<file path="src/rtl/spk_pkg.sv">
// Package for the spiking neuron update block.
// Register indexes, reset values and field widths; no dependencies.
package spk_pkg;

    localparam int PotW    = 16;
    localparam int StepW   = 15;
    localparam int TicksW  = 16;
    localparam int TickW   = 32;
    localparam int CfgIdxW = 3;
    localparam int CfgW    = 16;
    localparam int InDataW  = 48;   // signal_power + tick_number
    localparam int OutDataW = 40;   // 34 used, padded to whole bytes

    typedef enum logic [CfgIdxW-1:0] {
        REG_SPIKE_LEVEL      = 3'd0,
        REG_MIN_POTENTIAL    = 3'd1,
        REG_MAX_POTENTIAL    = 3'd2,
        REG_BASE_POTENTIAL   = 3'd3,
        REG_RECOVERY_STEP    = 3'd4,
        REG_SPIKE_POWER      = 3'd5,
        REG_REFRACTORY_TICKS = 3'd6,
        REG_INHIBITORY       = 3'd7
    } cfg_reg_t;

    typedef enum logic {
        REQ_SIGNAL = 1'b0,
        REQ_TICK   = 1'b1
    } req_type_t;

    localparam logic signed [PotW-1:0] RstSpikeLevel  = 16'sd100;
    localparam logic signed [PotW-1:0] RstMinPotential = -16'sd100;
    localparam logic signed [PotW-1:0] RstMaxPotential = 16'sd200;
    localparam logic signed [PotW-1:0] RstBasePotential = 16'sd0;
    localparam logic [StepW-1:0]       RstRecoveryStep = 15'd1;
    localparam logic [StepW-1:0]       RstSpikePower   = 15'd10;
    localparam logic [TicksW-1:0]      RstRefrTicks    = 16'd5;

endpackage

</file>
<file path="src/rtl/spiking_neuron_update.sv">
// Spiking neuron update: integrate-and-fire neuron with linear leak and refractory period.
// Depends on spk_pkg.
//
// Path from request accept to result accept: input register, then result register.
// Throughput: one request per cycle unless a tick is held; signal requests give no result and never wait in it.
// A tick request waits in the input register only while the result register is full and
// not being taken. Reset (rst_n low, asynchronous) loads the register defaults, clears
// potential, pending potential and refractory end tick, and empties both stages.
module spiking_neuron_update
(
    input  logic                           clk,
    input  logic                           rst_n,
    // configuration write port
    input  logic                           cfg_we,
    input  logic [spk_pkg::CfgIdxW-1:0]    cfg_index,
    input  logic [spk_pkg::CfgW-1:0]       cfg_data,
    // request stream
    input  logic                           s_tvalid,
    output logic                           s_tready,
    input  logic [spk_pkg::InDataW-1:0]    s_tdata,  // signal_power[15:0], tick_number[47:16]
    input  logic                           s_tuser,  // req_type
    // result stream
    output logic                           m_tvalid,
    input  logic                           m_tready,
    output logic [spk_pkg::OutDataW-1:0]   m_tdata   // spike[0], recorded_potential[16:1],
                                                     // emitted_power[32:17], refractory[33]
);
    import spk_pkg::*;

    // configuration
    logic signed [PotW-1:0]  spike_level_reg;
    logic signed [PotW-1:0]  min_pot_reg;
    logic signed [PotW-1:0]  max_pot_reg;
    logic signed [PotW-1:0]  base_pot_reg;
    logic [StepW-1:0]        recovery_step_reg;
    logic [StepW-1:0]        spike_power_reg;
    logic [TicksW-1:0]       refr_ticks_reg;
    logic                    inhibitory_reg;

    // neuron state
    logic signed [PotW-1:0]  pot_reg, pot_next;
    logic signed [PotW-1:0]  pend_reg, pend_next;
    logic [TickW-1:0]        end_tick_reg, end_tick_next;

    // input stage
    logic                    in_valid_reg;
    req_type_t               in_type_reg;
    logic signed [PotW-1:0]  in_sig_reg;
    logic [TickW-1:0]        in_tick_reg;

    // result stage
    logic                    out_valid_reg;
    logic                    out_spike_reg, out_spike_next;
    logic signed [PotW-1:0]  out_rec_reg, out_rec_next;
    logic signed [PotW-1:0]  out_emit_reg, out_emit_next;
    logic                    out_refr_reg, out_refr_next;

    logic                    is_tick;
    logic                    advance;
    logic                    s_accept;

    logic signed [PotW:0]    sum;
    logic signed [PotW-1:0]  clamped;
    logic                    in_refr;
    logic                    fire;
    logic [TickW:0]          end_sum;
    logic signed [PotW+1:0]  rec_dn;
    logic signed [PotW+1:0]  rec_up;
    logic signed [PotW+1:0]  base_ext;
    logic signed [PotW+1:0]  pend_ext;

    assign is_tick  = (in_type_reg == REQ_TICK);
    // signals never need the result slot
    assign advance  = in_valid_reg && (!is_tick || !out_valid_reg || m_tready);
    assign s_tready = !in_valid_reg || advance;
    assign s_accept = s_tvalid && s_tready;

    always_ff @(posedge clk or negedge rst_n)
    begin
        if (!rst_n)
        begin
            spike_level_reg   <= RstSpikeLevel;
            min_pot_reg       <= RstMinPotential;
            max_pot_reg       <= RstMaxPotential;
            base_pot_reg      <= RstBasePotential;
            recovery_step_reg <= RstRecoveryStep;
            spike_power_reg   <= RstSpikePower;
            refr_ticks_reg    <= RstRefrTicks;
            inhibitory_reg    <= 1'b0;
        end
        else if (cfg_we)
        begin
            case (cfg_reg_t'(cfg_index))
                REG_SPIKE_LEVEL:      spike_level_reg   <= cfg_data;
                REG_MIN_POTENTIAL:    min_pot_reg       <= cfg_data;
                REG_MAX_POTENTIAL:    max_pot_reg       <= cfg_data;
                REG_BASE_POTENTIAL:   base_pot_reg      <= cfg_data;
                REG_RECOVERY_STEP:    recovery_step_reg <= cfg_data[StepW-1:0];
                REG_SPIKE_POWER:      spike_power_reg   <= cfg_data[StepW-1:0];
                REG_REFRACTORY_TICKS: refr_ticks_reg    <= cfg_data[TicksW-1:0];
                REG_INHIBITORY:       inhibitory_reg    <= cfg_data[0];
                default:              ;
            endcase
        end
    end

    always_ff @(posedge clk or negedge rst_n)
    begin
        if (!rst_n)
        begin
            in_valid_reg <= 1'b0;
        end
        else if (s_tready)
        begin
            in_valid_reg <= s_tvalid;
        end
    end

    always_ff @(posedge clk)
    begin
        if (s_accept)
        begin
            in_type_reg <= req_type_t'(s_tuser);
            in_sig_reg  <= s_tdata[PotW-1:0];
            in_tick_reg <= s_tdata[PotW +: TickW];
        end
    end

    // datapath
    always_comb
    begin
        sum      = {pend_reg[PotW-1], pend_reg} + {in_sig_reg[PotW-1], in_sig_reg};
        // lower bound is checked first; when min is above max, a sum below min gives min, any other gives max
        if (sum < $signed({min_pot_reg[PotW-1], min_pot_reg}))
            clamped = min_pot_reg;
        else if (sum > $signed({max_pot_reg[PotW-1], max_pot_reg}))
            clamped = max_pot_reg;
        else
            clamped = sum[PotW-1:0];

        in_refr  = end_tick_reg > in_tick_reg;
        fire     = pend_reg >= spike_level_reg;
        end_sum  = {1'b0, in_tick_reg} + {{(TickW-TicksW+1){1'b0}}, refr_ticks_reg};
        base_ext = {{2{base_pot_reg[PotW-1]}}, base_pot_reg};
        pend_ext = {{2{pend_reg[PotW-1]}}, pend_reg};
        rec_dn   = pend_ext - {3'b000, recovery_step_reg};
        rec_up   = pend_ext + {3'b000, recovery_step_reg};

        pot_next       = pot_reg;
        pend_next      = pend_reg;
        end_tick_next  = end_tick_reg;
        out_spike_next = 1'b0;
        out_rec_next   = '0;
        out_emit_next  = '0;
        out_refr_next  = 1'b0;

        if (!is_tick)
        begin
            pend_next = clamped;
        end
        else if (in_refr)
        begin
            // pending signals dropped
            pend_next     = pot_reg;
            out_refr_next = 1'b1;
        end
        else
        begin
            out_rec_next = pend_reg;
            if (fire)
            begin
                out_spike_next = 1'b1;
                out_emit_next  = inhibitory_reg ? -$signed({1'b0, spike_power_reg})
                                                :  $signed({1'b0, spike_power_reg});
                end_tick_next  = end_sum[TickW] ? {TickW{1'b1}} : end_sum[TickW-1:0];
                pot_next       = base_pot_reg;
            end
            else if (pend_reg > base_pot_reg)
            begin
                pot_next = (rec_dn < base_ext) ? base_pot_reg : rec_dn[PotW-1:0];
            end
            else if (pend_reg < base_pot_reg)
            begin
                pot_next = (rec_up > base_ext) ? base_pot_reg : rec_up[PotW-1:0];
            end
            else
            begin
                pot_next = pend_reg;
            end
            pend_next = pot_next;
        end
    end

    always_ff @(posedge clk or negedge rst_n)
    begin
        if (!rst_n)
        begin
            pot_reg      <= '0;
            pend_reg     <= '0;
            end_tick_reg <= '0;
        end
        else if (advance)
        begin
            pot_reg      <= pot_next;
            pend_reg     <= pend_next;
            end_tick_reg <= end_tick_next;
        end
    end

    always_ff @(posedge clk or negedge rst_n)
    begin
        if (!rst_n)
        begin
            out_valid_reg <= 1'b0;
        end
        else if (advance && is_tick)
        begin
            out_valid_reg <= 1'b1;
        end
        else if (m_tready)
        begin
            out_valid_reg <= 1'b0;
        end
    end

    always_ff @(posedge clk)
    begin
        if (advance && is_tick)
        begin
            out_spike_reg <= out_spike_next;
            out_rec_reg   <= out_rec_next;
            out_emit_reg  <= out_emit_next;
            out_refr_reg  <= out_refr_next;
        end
    end

    assign m_tvalid = out_valid_reg;
    assign m_tdata  = {{(OutDataW-2*PotW-2){1'b0}}, out_refr_reg, out_emit_reg,
                       out_rec_reg, out_spike_reg};

endmodule
</file>
<file path="config.mk">
export PLATFORM = sky130hd
export DESIGN_NAME = spiking_neuron_update
export DESIGN_NICKNAME = d
export VERILOG_FILES = /design/src/rtl/spk_pkg.sv /design/src/rtl/spiking_neuron_update.sv
export SDC_FILE = /design/constraint.sdc
export NUM_CORES = 1
export LEC_CHECK = 0
export BUFFER_PORTS_ARGS = -buffer_cell sky130_fd_sc_hd__buf_2
export CELL_PAD_IN_SITES_DETAIL_PLACEMENT = 0
export CELL_PAD_IN_SITES_GLOBAL_PLACEMENT = 1
export CORE_UTILIZATION = 40
export CTS_BUF_LIST = sky130_fd_sc_hd__clkbuf_2
export DETAILED_ROUTE_END_ITERATION = 16
export GPL_ROUTABILITY_DRIVEN = 0
export HOLD_SLACK_MARGIN = 0.05
export PLACE_DENSITY_LB_ADDON = 0.1
export SYNTH_ARGS = -nofsm -noshare
export SYNTH_HDL_FRONTEND = slang
export SYNTH_SLANG_ARGS = --single-unit
</file>
<file path="constraint.sdc">
create_clock -name clk -period 10.1 [get_ports clk]
set_clock_uncertainty 0.2 [all_clocks]
set_input_delay 0.505 -clock clk [delete_from_list [all_inputs] [get_ports clk]]
set_output_delay 0.505 -clock clk [all_outputs]
set_load 0.03 [all_outputs]
</file>
==> flow_metrics.py <==
metrics = {
    "outcome": {
        "status": "finished clean",
    },
    "floorplanning": {
        "initial_core_util_pct": 40.7,
        "fp.dieH_um": 209,
        "dieArea_mm2": 0.0437,
        "die_x_um": 209,
        "num_rows": 75,
        "fp.coreArea_mm2": 0.0421,
        "ios": 115,
    },
    "yosys": {
        "synth_most_common_cell": "ha_1",
        "synth_commonest_cells": "193 x ha_1, 154 x dfrtp_1, 151 x inv_1",
        "synth_edf_count": 83,
        "yosysSeqAreaShare_pct": 40.5,
        "yosys.area.top_type": "dfrtp_1",
        "ys_types": 88,
        "synth_top_area_share_pct": 22.5,
        "netlist_instances": 1765,
        "synthTopCellsByArea": "dfrtp_1 22%, edfxtp_1 15%, ha_1 14%",
        "ys_ff_latch": 260,
        "syn_area_mm2": 0.0172,
        "ys_warn_count": 0,
        "async_flop_share_pct": 68.1,
        "avgSynthCellArea_um2": 9.72,
        "synthFlopType": "dfrtp_1",
    },
    "global_routing": {
        "grt_pass1_vias": 14021,
        "grt_overflow_total": 0,
        "grt_pass1_wl_mm": 81.8,
        "grt_max_degree": 69,
        "grt_antenna_before_repair": 5,
        "grtUsageTotal_pct": 24.7,
    },
    "min_path": {
        "hold_path.class": "input port to flop",
    },
    "sta": {
        "finalCritPeriodShare_pct": 62.5,
        "period_needed_ns": 6.32,
        "drv_slew": 0,
        "setup_violations": 0,
        "finalHoldViolCount": 0,
        "max_slew.worst_pin.slew_ns": 1.18,
        "setup_tns_ns": 0,
        "rsz0062_at_grt": "false",
        "timing.fmax_mhz": 158,
        "slew-limit-headroom_pct": 21.4,
    },
    "cts": {
        "cts_buffer_depth": 3,
        "cts.clk_slew.worst_paths_ns": 0.10,
        "cts_sinks": 260,
        "clk-insertion-delay-late_ns": 1.07,
        "ctsResizeCount": 0,
        "ctsHoldBuffers": 133,
        "cts_buffers": 76,
        "post_cts_buffers": 0,
        "ctsHtreeMaxLevel": 3,
        "cts_tree": "done",
        "cts_root_buf": "clkbuf_2",
    },
    "placed_design": {
        "hpwl_mm": 38.0,
        "placed_cells": 2370,
        "io_buffers": 108,
        "placed_area_mm2": 0.0183,
    },
    "worst_setup_path": {
        "cp_max_fo": 13,
        "start_kind": "flop",
        "criticalPathCategory": "flop to flop",
        "required_ns": 10.86,
        "critPathCaptureType": "flop",
        "crit_arrival_ns": 7.08,
    },
    "drt": {
        "drt-vias-per-instance": 5.42,
        "vias": 14327,
        "drt-total-wl_mm": 53.2,
        "first_pass_iters": 5,
        "drt-initial-drc-count": 792,
        "drc": 0,
        "ant_nets": 0,
        "wl_per_cell_um": 20.1,
    },
    "flow_run": {
        "cap_violations": 0,
    },
    "power_and_ir_drop": {
        "p_leak_nw": 9.31,
        "powerDensity_mw_per_mm2": 298,
        "total_power_mw": 6.09,
        "ir_worst_vdd_mv": 0.112,
    },
    "final_layout": {
        "area_delta_synth_final_pct": 18.9,
        "nets": 2312,
        "fin_area_mm2": 0.0204,
        "stdcell_count": 2645,
        "drive_gt1_share_pct": 17.7,
    },
}
worst max-delay path: stages, from the launching register on:
cell       delay (ns)
dfrtp_1          0.47
inv_1            0.17
ha_1             0.19
inv_1            0.06
fa_1             0.42
a211oi_1         0.27
o21ai_1          0.15
a2111oi_0        0.80
o31ai_1          0.15
a21oi_1          0.30
nor2b_1          0.09
o21ai_0          0.21
ha_1             0.22
nand3_1          0.12
or3_1            0.43
a2111oi_2        0.36
nor2_1           0.12
mux2_4           0.41
o31ai_2          0.52
nand2_1          0.10
a31oi_1          0.30
a211o_1          0.14
cell usage in the layout (no fill, tap or decap), types with 13 or more instances in the layout:
cell type,n
buf_4,22
dlygate4sd3_1,132
a31oi_1,13
nand3_1,24
edfxtp_1,83
nand2_1,135
and2_1,20
a211oi_1,18
o21ai_0,117
a21oi_1,107
ha_1,193
xor2_1,25
nor2_1,128
mux2_2,54
buf_2,107
clkbuf_2,118
nand2b_1,22
xnor2_1,46
dfrtp_1,154
o211ai_1,13
dfstp_2,23
nor3_1,37
a21o_1,42
nand4_1,27
inv_1,151
nor2b_1,20
cell families (layout without fill, tap and decap cells):
family / count (synthesis) / count (layout) / synth area share (%)
AOI/OAI and AO/OA: 462 / 462 / 18.0
xor gates and xnor gates: 71 / 71 / 3.62
adders and majority gates: 197 / 197 / 14.5
buffers and inverters: 220 / 554 / 5.14
DFF: 260 / 260 / 40.5
muxes: 66 / 66 / 4.28
other: 1 / 8 / 0.0219
and+or+nand+nor: 488 / 488 / 13.9
through the flow:
| step | hold slack, ns | utilization, % | setup slack, ns |
|---|---|---|---|
| floorplan | 0.00941 | - | 4.94 |
| finish | 0.189 | 48.4 | 3.78 |
| global placement | 0.259 | 43.4 | 4.11 |
| CTS | 0.0585 | 48.4 | 3.85 |
| global route | 0.0891 | 48.4 | 3.42 |
| detailed placement | 0.266 | 43.4 | 3.95 |
where the power goes:
group	switching (mW)	leakage [nW]	internal, mW	total (mW)
registers	0.235	2.89	1.36	1.60
clock network	0.509	0.565	0.366	0.875
logic	2.18	5.85	1.43	3.61
total	2.92	9.31	3.16	6.09
per-layer routing:
| layer | vias up | part of all wire [%] | global-route usage [%] |
|---|---|---|---|
| li1 | 6974 | - | - |
| met1 | 6905 | 47 | 33.7 |
| met2 | 356 | 45 | 38.5 |
| met3 | 92 | 4.6 | 4.34 |
| met4 | 0 | 3.5 | 10.0 |
| met5 | - | 0 | 0 |
final timing paths:
kind	depth (start not counted)	to	slack, ns	startpoint
min in group asynchronous	4	base_pot_reg[0]	0.37	rst_n
max	21	pend_reg[14]	3.78	pend_reg[0]
min reg2reg	1	pot_reg[7]	0.29	pot_reg[7]
max reg2reg	21	pend_reg[14]	3.78	pend_reg[0]
max in group asynchronous	4	end_tick_reg[31]	8.28	rst_n
min	4	min_pot_reg[3]	0.19	cfg_data[3]
final cells by class:
type	instances	area, µm²
Timing Repair Buffer	263	2060
Fill cell	4046	21700
Sequential cell	260	6950
Clock inverter	22	164
Antenna cell	2	5.00
Inverter	151	567
Clock buffer	118	591
Tap cell	539	674
Multi-Input combinational cell	1290	9390
No activity file was read; power rests on OpenSTA's default activity.
